===== config.mk =====
export PLATFORM = sky130hd
export DESIGN_NAME = rcwm_mac
export DESIGN_NICKNAME = d
export VERILOG_FILES = /design/src/sv/rcwm_pkg.sv /design/src/sv/rcwm_mac.sv
export SDC_FILE = /design/constraint.sdc
export NUM_CORES = 1
export LEC_CHECK = 0
export ABC_AREA = 1
export BUFFER_PORTS_ARGS = -buffer_cell sky130_fd_sc_hd__buf_2
export CAP_MARGIN = 40
export CORE_MARGIN = 10
export CORE_UTILIZATION = 65
export DETAILED_ROUTE_END_ITERATION = 8
export PLACE_DENSITY = 0.84
export SETUP_SLACK_MARGIN = 0.2
export SYNTH_ARGS = -nofsm -noshare
export SYNTH_HDL_FRONTEND = slang
export SYNTH_SLANG_ARGS = --single-unit

===== constraint.sdc =====
create_clock -name i_clk -period 6.4 [get_ports i_clk]
set_input_delay 0.96 -clock i_clk [delete_from_list [all_inputs] [get_ports i_clk]]
set_output_delay 0.96 -clock i_clk [all_outputs]
set_load 0.05 [all_outputs]

===== src/sv/rcwm_pkg.sv =====
package rcwm_pkg;

    // default sizes of the stores
    localparam int DEF_MAX_HEIGHT = 256;
    localparam int DEF_MAX_WIDTH  = 256;
    localparam int DEF_MAX_KERNEL = 7;

    // field widths
    localparam int NCH      = 3;
    localparam int COMP_W   = 8;
    localparam int PIX_W    = NCH * COMP_W;
    localparam int WGT_W    = 16;
    localparam int BIAS_W   = 24;
    localparam int SUM_W    = 32;
    localparam int POS_W    = 9;
    localparam int KS_W     = 3;
    localparam int CHAN_W   = 2;
    localparam int FILT_W   = 8;
    localparam int OP_W     = 2;
    localparam int CFG_IDX_W = 2;
    localparam int CFG_DATA_W = 24;
    localparam int S_DATA_W = 72;
    localparam int M_DATA_W = 64;

    // operation codes
    localparam logic [OP_W-1:0] OP_WEIGHT  = 2'd0;
    localparam logic [OP_W-1:0] OP_PIXEL   = 2'd1;
    localparam logic [OP_W-1:0] OP_COMPUTE = 2'd2;

    // configuration register indexes
    localparam logic [CFG_IDX_W-1:0] CFG_IMG_W  = 2'd0;
    localparam logic [CFG_IDX_W-1:0] CFG_IMG_H  = 2'd1;
    localparam logic [CFG_IDX_W-1:0] CFG_KSIZE  = 2'd2;
    localparam logic [CFG_IDX_W-1:0] CFG_BIAS   = 2'd3;

    typedef enum logic [2:0] {
        S_IDLE,
        S_WMERGE,
        S_RUN,
        S_DRAIN,
        S_OUT
    } t_state;

    // control from the sequencer to the multiply-accumulate unit
    typedef struct packed {
        logic clear;
        logic vld;
    } t_mac_ctl;

endpackage


===== src/sv/rcwm_mac.sv =====
module rcwm_mac #(
    parameter int MAX_KERNEL = rcwm_pkg::DEF_MAX_KERNEL
) (
    input  logic                                   i_clk,
    input  logic                                   i_rst_n,
    input  rcwm_pkg::t_mac_ctl                     i_ctl,
    input  logic [rcwm_pkg::PIX_W-1:0]             i_pix,
    input  logic [rcwm_pkg::NCH*rcwm_pkg::WGT_W-1:0] i_wgt,
    input  logic signed [rcwm_pkg::BIAS_W-1:0]     i_bias,
    output logic signed [rcwm_pkg::SUM_W-1:0]      o_sum
);

    localparam int PROD_W  = rcwm_pkg::COMP_W + 1 + rcwm_pkg::WGT_W;
    localparam int ACC_RAW = PROD_W + 1 + $clog2(rcwm_pkg::NCH * MAX_KERNEL * MAX_KERNEL + 1);
    localparam int ACC_W   = (ACC_RAW > rcwm_pkg::SUM_W) ? ACC_RAW : rcwm_pkg::SUM_W + 1;
    localparam int SUM3_W  = PROD_W + 2;

    localparam logic signed [ACC_W-1:0] SAT_HI =
        {{(ACC_W-rcwm_pkg::SUM_W+1){1'b0}}, {(rcwm_pkg::SUM_W-1){1'b1}}};
    localparam logic signed [ACC_W-1:0] SAT_LO =
        {{(ACC_W-rcwm_pkg::SUM_W+1){1'b1}}, {(rcwm_pkg::SUM_W-1){1'b0}}};

    logic signed [PROD_W-1:0] r_prod [rcwm_pkg::NCH];
    logic                     r_vld_a;
    logic signed [ACC_W-1:0]  r_acc;
    logic signed [PROD_W-1:0] n_prod [rcwm_pkg::NCH];
    logic signed [SUM3_W-1:0] sum3;

    // red sits in the top byte of a pixel, channel 0 of the weight word in the low bits
    always_comb begin
        for (int ch = 0; ch < rcwm_pkg::NCH; ch++) begin
            n_prod[ch] = $signed({1'b0, i_pix[(rcwm_pkg::NCH-1-ch)*rcwm_pkg::COMP_W +:
                                              rcwm_pkg::COMP_W]})
                       * $signed(i_wgt[ch*rcwm_pkg::WGT_W +: rcwm_pkg::WGT_W]);
        end
    end

    always_comb begin
        sum3 = '0;
        for (int ch = 0; ch < rcwm_pkg::NCH; ch++) begin
            sum3 = sum3 + SUM3_W'(r_prod[ch]);
        end
    end

    always_ff @(posedge i_clk) begin
        if (!i_rst_n) begin
            r_vld_a <= 1'b0;
        end else begin
            r_vld_a <= i_ctl.vld;
        end
    end

    always_ff @(posedge i_clk) begin
        if (i_ctl.vld) begin
            r_prod <= n_prod;
        end
        if (i_ctl.clear) begin
            r_acc <= ACC_W'(i_bias);
        end else if (r_vld_a) begin
            r_acc <= r_acc + ACC_W'(sum3);
        end
    end

    always_comb begin
        if (r_acc > SAT_HI) begin
            o_sum = SAT_HI[rcwm_pkg::SUM_W-1:0];
        end else if (r_acc < SAT_LO) begin
            o_sum = SAT_LO[rcwm_pkg::SUM_W-1:0];
        end else begin
            o_sum = r_acc[rcwm_pkg::SUM_W-1:0];
        end
    end

endmodule


==> summary.txt <==
Synth
  • Dominant cell type by area after synthesis: fa_1
  • Mapped Cells: 2969
  • Synth top area cells: fa_1, edfxtp_1, inv_1
  • Number of flops mapped to enable cells by yosys: 109
  • #FFs+latches synth: 110
  • Main synth FF type: edfxtp_1
  • Syn nets: 3617
  • Yosys warnings: 0
  • Syn_area_per_cell: 7.59 um2
  • Post-synth ARST share: 0%
  • Library cells used by synthesis: 40
  • Sequential area share after synthesis: 14.6%
  • Synthesized area: 22500 um2
  • Yosys top cell area share: 32.3%

CTS
  • CTS Buf Count: 9
  • CTS clock-pin slew for the worst setup and hold paths: 0.09 ns
  • Post_cts resized: 0
  • Worst skew pair latency: 0.37 ns
  • Sink Count: 110
  • CTS Hold Bufs: 0
  • CTS Buffer Depth: 2
  • Post-CTS setup repair buffer count: 0
  • CTS tree: done
  • CTS H-tree depth: 3
  • Root buffer cell: clkbuf_16

Timing
  • Crit path time final: 5.06 ns
  • Unrepaired setup endpoints after global routing: false
  • Final Skew: 0.0160 ns
  • Period utilisation layout: 79.1%
  • Slew Viols, Final: 0
  • WHS: 0.777 ns
  • Slew of the pin with the lowest slew margin: 0.886 ns
  • Slew headroom: 40.9%
  • Setup-failing EPs final: 0
  • Fin Setup TNS: 0 ns
  • Final hold viol count: 0
  • F_max: 0.197 GHz

Worst setup path
  • Crit path max-delay cell type: fa_1
  • Critical-path maximum fanout: 16
  • CP Class: in -> reg
  • Highest cell delay on the worst timing path: 0.64 ns
  • CP endpoint kind: flop
  • CP Launch Type: input port
  • Reg2reg setup slack: 2.76 ns
  • Worst endpoint required time: 6.55 ns
  • Critical Path AT: 5.21 ns
  • Crit-path cells: buf_2, nand2_1, fa_1, fa_1, inv_1, fa_1, inv_1, fa_1, inv_1, ha_1, nand2_1, nor2_2, inv_1, nor3_2, nand4_1, nand3_1, xor2_1

Job
  • Max-cap viol count: 0

Routing
  • Residual DRC: 0
  • Final ANT Viol Nets: 0
  • Routed WL: 54.5 mm
  • Vias: 18100
  • Wirelength per Cell: 15.7 um
  • DRT iter0 DRCs: 1342
  • DRT Pass-1 Iters: 7
  • Routed vias/inst: 5.23

Status
  • Status: finished, final reports clean

Placement
  • IO Port Bufs: 131
  • Post-detail-place hpwl: 47.5 mm
  • Final Wtd Congestion: 1.01

Global routing
  • Initial antenna violation count: 0
  • Total track usage: 26.8%
  • Total global routing overflow: 0
  • First-pass GRT wire length: 91.7 mm
  • Largest net degree at the start of global routing: 64
  • Vias in the first global route: 18600

Die
  • Die area: 42500 um2
  • Core footprint: 34400 um2
  • I/O pin count: 132
  • Die Span Y: 206 um
  • Row cnt: 68
  • Die width: 206 um
  • Starting Density: 65.6%

Cells and area
  • Area growth, synth to finish: 5.18%
  • Layout cell share with drive strength beyond 1: 6.18%
  • Fin nets: 3653
  • N_diodes: 0

Hold path
  • Hold/Removal Path Class: in -> reg
[worst paths after layout]
| kind | from | end | depth (start not counted) |
|---|---|---|---|
| worst max-delay path | i_pix[0] | r_prod[22]$_DFFE_PP_ | 17 |
| worst max register to register | r_prod[24]$_DFFE_PP_ | r_acc[26]$_DFFE_PP_ | 12 |
| worst min-delay path | i_rst_n | r_vld_a$_SDFF_PN0_ | 3 |
| worst min register to register | r_acc[0]$_DFFE_PP_ | r_acc[0]$_DFFE_PP_ | 3 |
[layer usage]
| metal | vias up | GRT usage (%) | wire, um | part of all wire (%) |
|---|---|---|---|---|
| met1 | 8807 | 36.7 | 23400 | 43 |
| li1 | 8665 | - | - | - |
| met3 | 71 | 2.29 | 3290 | 6.0 |
| met4 | 0 | 6.80 | 1200 | 2.2 |
| met5 | - | 0 | 0 | 0 |
| met2 | 596 | 45.2 | 26600 | 49 |
[area by class of cell]
cell class                      count  area, um2
Multi-Input combinational cell   1877      15600
Inverter                          872       3270
Sequential cell                   110       3290
Clock buffer                        9        225
Timing Repair Buffer              135        713
Fill cell                        2946      10700
Clock inverter                      7       81.3
Tap cell                          455        569
[worst max-delay path, delay by kind of cell]
| kind | cells | cell delay [ns] |
|---|---|---|
| fa+ha+maj | 5 | 2.52 |
| simple gates | 6 | 0.90 |
| buf+inv | 5 | 0.52 |
| xor+xnor | 1 | 0.30 |
[kinds of logic after synthesis]
logic type	after synthesis	synth area share, %
and+or+nand+nor	1058	18.7
buffers and inverters	982	16.4
adders and majority gates	548	42.5
AOI/OAI and AO/OA	200	4.95
DFF	110	14.6
xor gates and xnor gates	71	2.76
[synthesized netlist by cell type (all sizes together), types with 5 or more instances]
library cell  instances
inv                 872
nand2               833
fa                  364
ha                  184
a21oi               119
clkbuf              109
edfxtp              109
nor2                 99
nand3                89
o21ai                52
xor2                 39
xnor2                32
nor3                 15
nand4                 9
o21bai                7
a21o                  6
a21boi                5
nand3b                5
[stage by stage]
stage / setup slack, ns / cell area, um2 / instances / util, %
floorplan: 1.34 / 22500 / 2969 / -
global placement: 1.07 / 23400 / 3447 / 68.0
detailed placement: 0.996 / 23400 / 3449 / 68.1
CTS: 1.36 / 23700 / 3465 / 69.0
global route: 1.09 / 23700 / 3465 / 69.0
finish: 1.34 / 23700 / 3465 / 69.0
[layout by cell type, fill, tap and decap left out, types with 2 or more instances in the layout]
cell         n
inv_1      872
nand2_1    827
fa_1       364
ha_1       184
buf_2      131
a21oi_1    116
edfxtp_1   109
nor2_1      96
nand3_1     88
xor2_1      39
o21ai_0     32
xnor2_1     32
o21ai_1     12
nand4_1      9
clkbuf_16    9
o21ai_2      8
nor3_1       8
o21bai_1     7
nor3_2       7
a21o_1       6
nand2_2      6
nand3b_1     5
a31oi_1      4
or2_2        4
a21boi_2     3
a21oi_2      3
nor2_2       3
o21a_1       3
nor4_1       2
inv_6        2
inv_8        2
buf_4        2
[state kept, by name, indices dropped and copies added (netlist names)]
name / flops
r_acc: 34
r_prod: 75
r_vld_a: 1
Power is not shown: default switching activity piles up to over one toggle a cycle in this logic, so the estimate is an artifact.
