**config.mk**
```make
export PLATFORM = sky130hd
export DESIGN_NAME = rcwm_ram
export DESIGN_NICKNAME = d
export VERILOG_FILES = /design/src/sv/rcwm_ram.sv
export SDC_FILE = /design/constraint.sdc
export NUM_CORES = 1
export LEC_CHECK = 0
export ABC_AREA = 0
export BUFFER_PORTS_ARGS = -buffer_cell sky130_fd_sc_hd__buf_2
export CAP_MARGIN = 20
export CORE_MARGIN = 10
export CORE_UTILIZATION = 40
export DETAILED_ROUTE_END_ITERATION = 10
export PLACE_DENSITY = 0.57
export SLEW_MARGIN = 20
export SYNTH_ARGS = -nofsm -noshare
export SYNTH_HDL_FRONTEND = slang
export SYNTH_SLANG_ARGS = --single-unit
```
**constraint.sdc**
```tcl
create_clock -name i_clk -period 1.68 [get_ports i_clk]
set_input_delay 0.336 -clock i_clk [delete_from_list [all_inputs] [get_ports i_clk]]
set_output_delay 0.336 -clock i_clk [all_outputs]
set_load 0.01 [all_outputs]
```
**src/sv/rcwm_ram.sv**
```systemverilog
module rcwm_ram #(
    parameter int WIDTH = 8,
    parameter int DEPTH = 16,
    parameter int AW    = (DEPTH > 1) ? $clog2(DEPTH) : 1
) (
    input  logic             i_clk,
    input  logic             i_we,
    input  logic [AW-1:0]    i_waddr,
    input  logic [WIDTH-1:0] i_wdata,
    input  logic [AW-1:0]    i_raddr,
    output logic [WIDTH-1:0] o_rdata
);

    logic [WIDTH-1:0] mem [DEPTH];
    logic [WIDTH-1:0] r_rdata;

    always_ff @(posedge i_clk) begin
        if (i_we) begin
            mem[i_waddr] <= i_wdata;
        end
        r_rdata <= mem[i_raddr];
    end

    assign o_rdata = r_rdata;

endmodule

```
==> results of run 1 <==
-- cell usage after synthesis --
cell type and count:
buf_2 3, and2_1 1, and2b_1 1, buf_4 1
nand3_1 1, or3b_2 1, nand2_1 9, nor2b_1 1
nor2_1 13, clkdlybuf4s25_2 3, dfxtp_1 8, a22oi_1 16
edfxtp_1 128, mux4_1 14, nand3b_1 2, buf_6 3
nor3_1 4, mux4_2 18, nand2b_1 2
-- routing by layer --
layer	wire length (um)	vias to the layer above	global-route usage [%]
li1	-	1105	-
met5	0	-	0
met4	114	0	4.595
met3	597	8	4.135
met1	4524	1272	15.78
met2	5054	70	19.63
-- metrics by stage --
stage / cells / instance area (um^2) / power [W] / util, %
6_report: 478 / 6292 / 0.007897 / 49.86
5_1_grt: 478 / 6292 / 0.008160 / 49.86
4_1_cts: 478 / 6292 / 0.007978 / 49.86
3_5_place_dp: 446 / 5694 / 0.004283 / 45.12
3_3_place_gp: 446 / 5694 / 0.004273 / 45.12
2_1_floorplan: 229 / 5152 / 0.004084 / -
-- worst register-to-register path: stages, from the launching register on --
cell and delay, ns:
edfxtp_1 0.34, mux4_1 0.51, a22oi_1 0.36, nand2_1 0.08
-- cells by family (layout without fill, tap and decap cells) --
group / Yosys count / after routing
flip-flops: 136 / 136
AND/OR/NAND/NOR: 35 / 35
multiplexers: 32 / 32
AO/OA/AOI/OAI: 16 / 16
buffers and inverters: 10 / 87
-- power by group through the flow --
stage / clock [W] / combinational, W / sequential [W]
2_1_floorplan: 0 / 0.000193 / 0.00389
3_3_place_gp: 0 / 0.000386 / 0.00389
4_1_cts: 0.00377 / 0.000393 / 0.00382
6_report: 0.00369 / 0.000385 / 0.00382
5_1_grt: 0.00391 / 0.000423 / 0.00383
3_5_place_dp: 0 / 0.000392 / 0.00389
-- sequential cells by signal (all words and copies together) (netlist names) --
name	cells
mem	128
o_rdata	8
-- worst max-delay path by stage --
stage,cells after the start,from,end,slack [ns]
after floorplan,2,i_waddr[2],mem[3][0]$_DFFE_PP_,0.08
after global routing,6,i_raddr[0],o_rdata[2]$_DFF_P_,0.17
after CTS,6,i_raddr[0],o_rdata[2]$_DFF_P_,0.24
after global placement,6,i_raddr[0],o_rdata[2]$_DFF_P_,-0.18
after detailed placement,6,i_raddr[0],o_rdata[2]$_DFF_P_,-0.19
final,6,i_raddr[0],o_rdata[2]$_DFF_P_,0.22
-- area by class of cell --
type | instances | area (um^2) | area share [%]
repair buffers | 55 | 412.9 | 6.562
clock inverters | 12 | 151.4 | 2.406
flip-flops and latches | 136 | 4004 | 63.63
well taps | 172 | 215.2 | 3.420
clock buffers | 20 | 446.7 | 7.099
multi-input cells | 83 | 1062 | 16.88
==> summary.md, run 1 <==
| Metric | Value |
|---|---|
| Lkg Pwr | `2.152 nW` |
| Data arrival, critical path | `1.75 ns` |
| Violation count after the first detailed-route iteration | `278` |
| Wire length per cell | `21.53 um` |
| Final cycle utilization of the critical path | `87.16%` |
| Floorplan Core Area | `12,620 um^2` |
| Upper clock frequency limit | `682.9 MHz` |
| Final total negative setup slack | `0 ns` |
| Rows | `41` |
| FF-to-FF path depth | `3` |
| Power dissipated by switching net loads | `0.001565 W` |
| Clock tree from TritonCTS | `done` |
| Kind of start point of the critical path | `primary input` |
| Minimum setup slack among reg-to-reg paths | `0.27 ns` |
| Share of cell area taken by muxes after synthesis | `15.02%` |
| Count of antenna-violating nets left after detailed routing | `0` |
| Gate family responsible for the most delay along the worst path | `multiplexers` |
| HP Class | `in -> reg` |
| Clock tree skew after final layout | `0.006735 ns` |
| Initial antenna violation count | `0` |
| Net count of the finished layout | `311` |
| Endpoints failing hold | `0` |
| Worst vdd ir | `0.0006069 V` |
| Root buffer cell | `clkbuf_16` |
| Flops & latches, synth | `136` |
| Number of warnings printed during yosys synthesis | `0` |
| Post-CTS setup repair buffer count | `0` |
| Total detailed-routing wirelength | `10,290 um` |
| Max capacitance violation total | `0` |
| Via-per-instance ratio | `5.136` |
| Die boundary width | `133.4 um` |
| Number of buffer cells added on primary ports | `25` |
| Area growth, synth to finish | `22.24%` |
| Total Routing Usage GR | `12.49%` |
| Sequential group share of total power | `48.4%` |
| Share of the synthesized area in compound gates (AO/OA/AOI/OAI) | `2.333%` |
| Number of library cell types mapped by synthesis | `19` |
| Startpoint of the most critical register-to-register path | `mem[9][2]$_DFFE_PP_` |
| WP buf/inv | `3` |
| Combinational family with the most area after synthesis | `multiplexers` |
| Antenna diodes | `0` |
| Internal Pwr Total | `0.006333 W` |
| XOR/XNOR Fraction of Synth Area | `0%` |
| Instance count along the most critical hold path | `1` |
| Origin of the worst min-delay path | `i_wdata[7]` |
| Top-level I/O count | `26` |
| Final hold slack | `0.3180 ns` |
| Num Clock Sinks | `136` |
| DRC viols | `0` |
| Reg2reg end | `o_rdata[2]$_DFF_P_` |
| Final min period | `1.464 ns` |
| Cell type with the highest aggregate area in the netlist | `edfxtp_1` |
| Critical Path Max Stage Delay | `0.54 ns` |
| Critical-path maximum fanout | `17` |
| Hold-fix buffers, CTS | `0` |
| Hold worst-path end | `mem[6][7]$_DFFE_PP_` |
| Post-synthesis share of cell area spent on and, or, nand and nor gates | `3.184%` |
| Switching Share | `19.81%` |
| Via count of the first global-routing pass | `2,760` |
| Total nets after synthesis | `247` |
| Required time at the endpoint of the critical path | `1.96 ns` |
| Filler cells | `1,052` |
| Share of post-route cells with drive strength above 1 | `34.31%` |
| Kind of critical path | `in -> reg` |
| Leading cell type in the layout, fill and taps excluded | `edfxtp_1` |
| Kind of end point of the critical path | `flop` |
| Cells resized by post-CTS repair | `0` |
| Cell types occupying the most area after synthesis | `edfxtp_1, mux4_2, mux4_1` |
| Synthesized instance count | `229` |
| Outcome | `complete, no violations` |
| Setup slack at placement | `-0.1877 ns` |
| Fraction of the mapped netlist area in adder cells | `0%` |
| Sequential share of the synthesized area | `77.78%` |
| Share of the synthesized area in the top cell type | `74.67%` |
| First-pass GRT wire length | `16,500 um` |
| Die area | `17,810 um^2` |
| Series of cell instances along the critical path | `buf_2, buf_12, buf_4, mux4_1, a22oi_1, nand2_1` |
| Remaining max-slew budget at the tightest pin | `47.22%` |
| Starting utilization of the core area | `40.79%` |
| Via count | `2,455` |
| Clk pin slew, worst setup/hold paths | `0.05 ns` |
| Highest-count cells in the layout ignoring fill and taps | `edfxtp_1, buf_2, buf_4, mux4_2, clkbuf_16` |
| Worst Tran Pin Value | `0.7901 ns` |
| Clock latency at the later pin of the worst-skew pair | `0.41 ns` |
| Relative contribution of the clock network to total power | `46.8%` |
| Mean cell area of the mapped netlist | `22.48 um^2` |
| Final setup violation count | `0` |
| Library cell contributing the largest single delay on the critical path | `mux4_1` |
| Drt pass-1 iters | `4` |
| Post-detailed-placement half-perimeter wirelength | `6980 um` |
| Final Wtd Congestion | `0.7328` |
| Proportion of power drawn by combinational gates | `4.9%` |
| CTS max path bufs | `2` |
| Final-report max-slew violation count | `0` |
| RSZ-0062 raised after global routing | `false` |
| Overall overflow remaining after global route | `0` |
| Number of buffers inserted during clock tree synthesis | `17` |
| Largest net degree at the start of global routing | `19` |
| Power density over the cells | `1255 nW/um^2` |
| Post-synthesis cell area | `5147 um^2` |
| Die Ht | `133.4 um` |
| Maximum level of the CTS H-tree | `4` |
| PnR worst setup slack | `0.2157 ns` |
Note: power is estimated with default switching activity, not from simulation.
==> run 2, diff against run 1 <==
--- a/config.mk
+++ b/config.mk
@@ -8,10 +8,10 @@
 export ABC_AREA = 0
 export BUFFER_PORTS_ARGS = -buffer_cell sky130_fd_sc_hd__buf_2
 export CAP_MARGIN = 20
-export CORE_MARGIN = 10
+export CORE_MARGIN = 2
 export CORE_UTILIZATION = 40
 export DETAILED_ROUTE_END_ITERATION = 10
-export PLACE_DENSITY = 0.57
+export PLACE_DENSITY = 0.55
 export SLEW_MARGIN = 20
 export SYNTH_ARGS = -nofsm -noshare
 export SYNTH_HDL_FRONTEND = slang
==> constraint.sdc (replaced) <==
create_clock -name i_clk -period 1.9 [get_ports i_clk]
set_input_delay 0.38 -clock i_clk [delete_from_list [all_inputs] [get_ports i_clk]]
set_output_delay 0.38 -clock i_clk [all_outputs]
set_load 0.01 [all_outputs]
==> run 2 against run 1 <==
Compared with the run above:
- worst setup slack better by 0.26 ns
- first-iteration DRC count down 44%
- cell count fell by 1.9%
- clock power is 9.8% lower
- non-clock buffer count down 9
- worst hold slack improved by 0.043 ns
- combinational power decreased by 17%
- critical path type unchanged
- critical endpoint is now o_rdata[7]$_DFF_P_
- largest cell class unchanged
- largest power group unchanged
- highest routed layer unchanged
==> summary.md, run 2 (synthesis results as in run 1) <==
| Metric | Value |
|---|---|
| Outcome | `complete, no violations` |
| Maximum level of the CTS H-tree | `4 (unchanged)` |
| Clock tree from TritonCTS | `done` |
| First-pass GRT wire length | `15,170 um (-8.0%)` |
| Highest-count cells in the layout ignoring fill and taps | `edfxtp_1, buf_2, mux4_2, buf_4, clkbuf_16` |
| Wire length per cell | `20.57 um (-4.5%)` |
| Final cycle utilization of the critical path | `74.82%` |
| Setup slack at placement | `0.02617 ns (+0.2138 ns)` |
| Lkg Pwr | `2.105 nW (-2.2%)` |
| Fin util | `49.38% (-0.48 points)` |
| Net count of the finished layout | `302 (-2.9%)` |
| Final Wtd Congestion | `0.7039 (-3.9%)` |
| Largest Register | `mem` |
| Clock tree skew after final layout | `0.007683 ns (+0.0009478 ns)` |
| Via count | `2,380 (-3.1%)` |
| Data arrival, critical path | `1.71 ns (-0.04 ns)` |
| Share of post-route cells with drive strength above 1 | `30.98% (-3.3 points)` |
| Via-per-instance ratio | `5.075 (-1.2%)` |
| Final setup violation count | `0 (unchanged)` |
| Number of buffer cells added on primary ports | `25 (unchanged)` |
| CTS max path bufs | `2 (unchanged)` |
| RSZ-0062 raised after global routing | `false` |
| Clk pin slew, worst setup/hold paths | `0.06 ns (about the same)` |
| Total detailed-routing wirelength | `9645 um (-6.3%)` |
| Num Clock Sinks | `136 (unchanged)` |
| Leading cell type in the layout, fill and taps excluded | `edfxtp_1` |
| Post-CTS setup repair buffer count | `0 (unchanged)` |
| Remaining max-slew budget at the tightest pin | `47.95% (+0.74 points)` |
| Final-report max-slew violation count | `0 (unchanged)` |
| Final total negative setup slack | `0 ns (unchanged)` |
| Hold-fix buffers, CTS | `0 (unchanged)` |
| Rows | `41 (unchanged)` |
| Area growth, synth to finish | `20.56%` |
| Initial antenna violation count | `0 (unchanged)` |
| Required time at the endpoint of the critical path | `2.19 ns (+0.23 ns)` |
| Upper clock frequency limit | `703.5 MHz` |
| Critical-path maximum fanout | `12 (-5)` |
| Antenna diodes | `0 (unchanged)` |
| Count of antenna-violating nets left after detailed routing | `0 (unchanged)` |
| Final min period | `1.422 ns` |
| Number of buffers inserted during clock tree synthesis | `17 (unchanged)` |
| DRC viols | `0 (unchanged)` |
| Floorplan Core Area | `12,570 um^2 (-0.41%)` |
| Kind of start point of the critical path | `primary input` |
| Max capacitance violation total | `0 (unchanged)` |
| Die Ht | `117.4 um (-12%)` |
| Die area | `13,790 um^2 (-23%)` |
| Total Routing Usage GR | `15.25% (+2.8 points)` |
| Non-filler cells, final | `469 (-1.9%)` |
| PnR worst setup slack | `0.4784 ns (+0.2628 ns)` |
| Clock latency at the later pin of the worst-skew pair | `0.41 ns (about the same)` |
| Via count of the first global-routing pass | `2,567 (-7.0%)` |
| Violation count after the first detailed-route iteration | `157 (-44%)` |
| Drt pass-1 iters | `4 (unchanged)` |
| Number of placed instances, taps included | `437 (-2.0%)` |
| Cells resized by post-CTS repair | `0 (unchanged)` |
| Overall overflow remaining after global route | `0 (unchanged)` |
| Post-detailed-placement half-perimeter wirelength | `6328 um (-9.3%)` |
| Worst Tran Pin Value | `0.7778 ns (-0.01229 ns)` |
| Flip-flop count of the largest register, all copies and words added | `128 (unchanged)` |
| Kind of critical path | `in -> reg` |
| Largest net degree at the start of global routing | `19 (unchanged)` |
| Starting utilization of the core area | `40.96% (+0.17 points)` |
| Top-level I/O count | `26 (unchanged)` |
| Kind of end point of the critical path | `flop` |
| Worst vdd ir | `0.0005727 V (-5.6%)` |
| Power density over the cells | `1132 nW/um^2 (-9.8%)` |
| Endpoints failing hold | `0 (unchanged)` |
| HP Class | `in -> reg` |
| Root buffer cell | `clkbuf_16` |
| Die boundary width | `117.4 um (-12%)` |
-- run 2: cell types whose count changed in the layout (fill, tap and decap cells not counted) --
cell / delta
buf_12: -2
clkbuf_1: -2
buf_4: -7
clkinv_2: -2
nor3_1: +1
clkinv_4: +1
clkinv_1: +5
bufinv_16: +1
clkinvlp_4: -2
nor3_2: -1
clkbuf_8: -1
-- run 2: cell type report --
| cell class | instances | area, um^2 |
|---|---|---|
| well taps | 172 | 215.2 |
| clock buffers | 17 | 425.4 |
| fillers | 1029 | 6362 |
| multi-input cells | 83 | 1057 |
| flip-flops and latches | 136 | 4004 |
| clock inverters | 15 | 183.9 |
| repair buffers | 46 | 320.3 |
-- run 2: critical path: stages --
cell and delay (ns):
buf_2 0.14, buf_4 0.26, mux4_2 0.52, a22oi_1 0.31
nand2_1 0.09
-- run 2: path summary, 6_finish.rpt --
| kind | start | to | cells after the start | slack (ns) |
|---|---|---|---|---|
| max reg2reg | mem[2][0]$_DFFE_PP_ | o_rdata[0]$_DFF_P_ | 3 | 0.54 |
| min | i_wdata[5] | mem[1][5]$_DFFE_PP_ | 1 | 0.36 |
| min reg2reg | mem[11][2]$_DFFE_PP_ | o_rdata[2]$_DFF_P_ | 3 | 0.68 |
| max | i_raddr[0] | o_rdata[7]$_DFF_P_ | 5 | 0.48 |
-- run 2: metrics by stage --
stage / instance area (um^2) / power, W / hold WS (ns)
after floorplan: 5147 / 0.003610 / 0.4789
after global placement: 5597 / 0.003763 / 0.6602
after CTS: 6206 / 0.007094 / 0.3388
after detailed placement: 5597 / 0.003767 / 0.6620
final: 6206 / 0.007026 / 0.3605
after global routing: 6206 / 0.007254 / 0.3504
-- run 2: layer usage --
layer	vias to the layer above	GRT usage, %	part of all wire (%)
met5	-	0	0
met4	0	5.873	1.4
met3	11	4.329	4.3
met2	60	24.85	51
met1	1226	19.51	43
li1	1083	-	-
-- run 2: where the power goes --
group	switching (W)	total (W)	internal (W)	leakage, nW
combinational	0.000178	0.000318	0.000140	0.594
clock	0.00116	0.00333	0.00217	0.286
sequential	0.0000207	0.00338	0.00336	1.22
==> run 3, diff against run 2 <==
--- a/config.mk
+++ b/config.mk
@@ -11,7 +11,7 @@
 export CORE_MARGIN = 2
 export CORE_UTILIZATION = 40
 export DETAILED_ROUTE_END_ITERATION = 10
-export PLACE_DENSITY = 0.55
+export PLACE_DENSITY = 0.57
 export SLEW_MARGIN = 20
 export SYNTH_ARGS = -nofsm -noshare
 export SYNTH_HDL_FRONTEND = slang
==> constraint.sdc (replaced) <==
create_clock -name i_clk -period 1.3 [get_ports i_clk]
set_input_delay 0.26 -clock i_clk [delete_from_list [all_inputs] [get_ports i_clk]]
set_output_delay 0.26 -clock i_clk [all_outputs]
set_load 0.01 [all_outputs]
==> run 3 against run 2 <==
Compared with the run above:
- core utilization grew 1.7 points
- combinational power grew 79%
- sequential share of layout area shrank 2.2 points
- final area grew 3.5%
- clock skew shrank 0.0041 ns
- largest power group unchanged
- via count grew 3.4%
- largest cell class unchanged
- worst setup slack lost 0.45 ns
- critical endpoint unchanged
- sequential power grew 46%
- worst hold slack lost 0.13 ns
==> summary.md, run 3 (synthesis results as in run 1) <==
| Metric | Value |
|---|---|
| Library cell contributing the largest single delay on the critical path | `mux4_2` |
| PnR worst setup slack | `0.03035 ns (-0.4481 ns)` |
| Via count of the first global-routing pass | `2,660 (+3.6%)` |
| Footprint of the multi-input gates | `1089 um^2 (+3.0%)` |
| Setup slack at placement | `-0.4611 ns (-0.4873 ns)` |
| Violation count after the first detailed-route iteration | `149 (-5.1%)` |
| Starting utilization of the core area | `40.96% (unchanged)` |
| DRC viols | `0 (unchanged)` |
| Non-Filler Cell Area, Final | `6422 um^2 (+3.5%)` |
| Kind of end point of the critical path | `flop` |
| Uppermost signal routing layer after detailed routing | `met4` |
| M1 wire length | `4258 um (+2.0%)` |
| Largest Register | `mem` |
| Largest net degree at the start of global routing | `24 (+5)` |
| Final-report max-slew violation count | `0 (unchanged)` |
| First-pass GRT wire length | `15,280 um (+0.72%)` |
| Wire length per cell | `20.30 um (-1.3%)` |
| Critical Path Max Stage Delay | `0.49 ns (-0.03 ns)` |
| Lkg Pwr | `2.190 nW (+4.1%)` |
| Floorplan Core Area | `12,570 um^2 (unchanged)` |
| Kind of start point of the critical path | `flop` |
| Root buffer cell | `clkbuf_16` |
| Remaining max-slew budget at the tightest pin | `47.25% (-0.70 points)` |
| Required time at the endpoint of the critical path | `1.59 ns (-0.60 ns)` |
| Data arrival, critical path | `1.56 ns (-0.15 ns)` |
| Overall overflow remaining after global route | `0 (unchanged)` |
| Share of post-route cells with drive strength above 1 | `43.26% (+12 points)` |
| Initial antenna violation count | `0 (unchanged)` |
| Final min period | `1.270 ns` |
| Via count | `2,460 (+3.4%)` |
| Routed length on met2 | `5060 um (+2.8%)` |
| Post-detailed-placement half-perimeter wirelength | `6537 um (+3.3%)` |
| Storage cell area | `4004 um^2 (unchanged)` |
| Post-CTS setup repair buffer count | `0 (unchanged)` |
| RSZ-0062 raised after global routing | `true` |
| Clock tree skew after final layout | `0.003582 ns (-0.004101 ns)` |
| Maximum level of the CTS H-tree | `4 (unchanged)` |
| Final hold slack | `0.2336 ns (-0.1269 ns)` |
| Power density over the cells | `1535 nW/um^2 (+36%)` |
| Count of antenna-violating nets left after detailed routing | `0 (unchanged)` |
| Final total negative setup slack | `0 ns (unchanged)` |
| Series of cell instances along the critical path | `mux4_2, a22oi_2, nand2_1` |
| Antenna diodes | `0 (unchanged)` |
| Outcome | `complete, no violations` |
| Total detailed-routing wirelength | `9969 um (+3.4%)` |
| HP Class | `in -> reg` |
| Num Clock Sinks | `136 (unchanged)` |
| Max capacitance violation total | `0 (unchanged)` |
| Cell area after placement | `5812 um^2 (+3.8%)` |
| CTS max path bufs | `2 (unchanged)` |
| Highest-count cells in the layout ignoring fill and taps | `edfxtp_1, buf_4, mux4_2, buf_2, clkbuf_16` |
| Kind of critical path | `reg -> reg` |
| Clock latency at the later pin of the worst-skew pair | `0.41 ns (about the same)` |
| Clk pin slew, worst setup/hold paths | `0.05 ns (about the same)` |
| Met3 wire length | `448 um (+9.0%)` |
| Net count of the finished layout | `324 (+7.3%)` |
| Flip-flop count of the largest register, all copies and words added | `128 (unchanged)` |
| Clock tree from TritonCTS | `done` |
| Critical-path maximum fanout | `1 (-11)` |
| Rows | `41 (unchanged)` |
| Total Routing Usage GR | `15.67% (+0.42 points)` |
| Number of buffers inserted during clock tree synthesis | `17 (unchanged)` |
| Endpoints failing hold | `0 (unchanged)` |
| Worst vdd ir | `0.0008806 V (+54%)` |
| Leading cell type in the layout, fill and taps excluded | `edfxtp_1` |
| Number of buffer cells added on primary ports | `25 (unchanged)` |
| Final setup violation count | `0 (unchanged)` |
| Filler cells | `1,005 (-2.3%)` |
| Final Wtd Congestion | `0.7121 (+1.2%)` |
| Worst Tran Pin Value | `0.7896 ns (+0.01178 ns)` |
| Drt pass-1 iters | `4 (unchanged)` |
| Die Ht | `117.4 um (unchanged)` |
| Hold-fix buffers, CTS | `0 (unchanged)` |
| Die area | `13,790 um^2 (unchanged)` |
| Area growth, synth to finish | `24.77%` |
| Top-level I/O count | `26 (unchanged)` |
| Upper clock frequency limit | `787.6 MHz` |
| Via-per-instance ratio | `5.010 (-1.3%)` |
| Final cycle utilization of the critical path | `97.67%` |
| Die boundary width | `117.4 um (unchanged)` |
-- run 3: final timing paths --
path | startpoint | end | slack (ns) | cells past startpoint
max | mem[3][7]$_DFFE_PP_ | o_rdata[7]$_DFF_P_ | 0.03 | 3
min reg2reg | mem[12][0]$_DFFE_PP_ | o_rdata[0]$_DFF_P_ | 0.66 | 3
max reg2reg | mem[3][7]$_DFFE_PP_ | o_rdata[7]$_DFF_P_ | 0.03 | 3
min | i_wdata[7] | mem[4][7]$_DFFE_PP_ | 0.23 | 1
-- run 3: through the flow --
stage	utilization, %	instances	total power (W)
floorplan	-	229	0.005303
global placement	46.24	458	0.005560
detailed placement	46.24	458	0.005573
CTS	50.93	491	0.009944
global route	51.10	491	0.01018
finish	51.10	491	0.009861
-- run 3: where the power goes --
group	leakage [nW]	switching, W	total, W	internal [W]
clock	0.266	0.00158	0.00435	0.00277
combinational	0.700	0.000293	0.000570	0.000277
sequential	1.22	0.0000314	0.00494	0.00491
total	2.19	0.00191	0.00986	0.00796
-- run 3: what timing repair did --
item | CTS | global route
pin swaps | 0 | 2
gates cloned | 1 | 0
endpoints found under the setup margin | 3 | 7
resized for setup | 3 | 6
endpoints found under the hold margin | 0 | 0
-- run 3: per-layer routing --
layer  up-vias  global-route usage, %
li1       1117                      -
met1      1269                  19.57
met2        59                  25.51
met3        15                  4.864
met4         0                  6.551
met5         -                      0
-- run 3: final cells by class --
type                       instances  share of cell area [%]
tap                              172                   3.351
multi-input combinational         83                   16.95
clock buffer                      28                   7.734
timing repair buffer              68                   8.923
clock inverter                     4                  0.7013
sequential                       136                   62.34
-- run 3: worst max-delay path, delay by kind of cell (launching register included) --
kind	cells	cell delay, ns
flops	1	0.36
compound gates	1	0.21
mux	1	0.49
simple gates	1	0.10
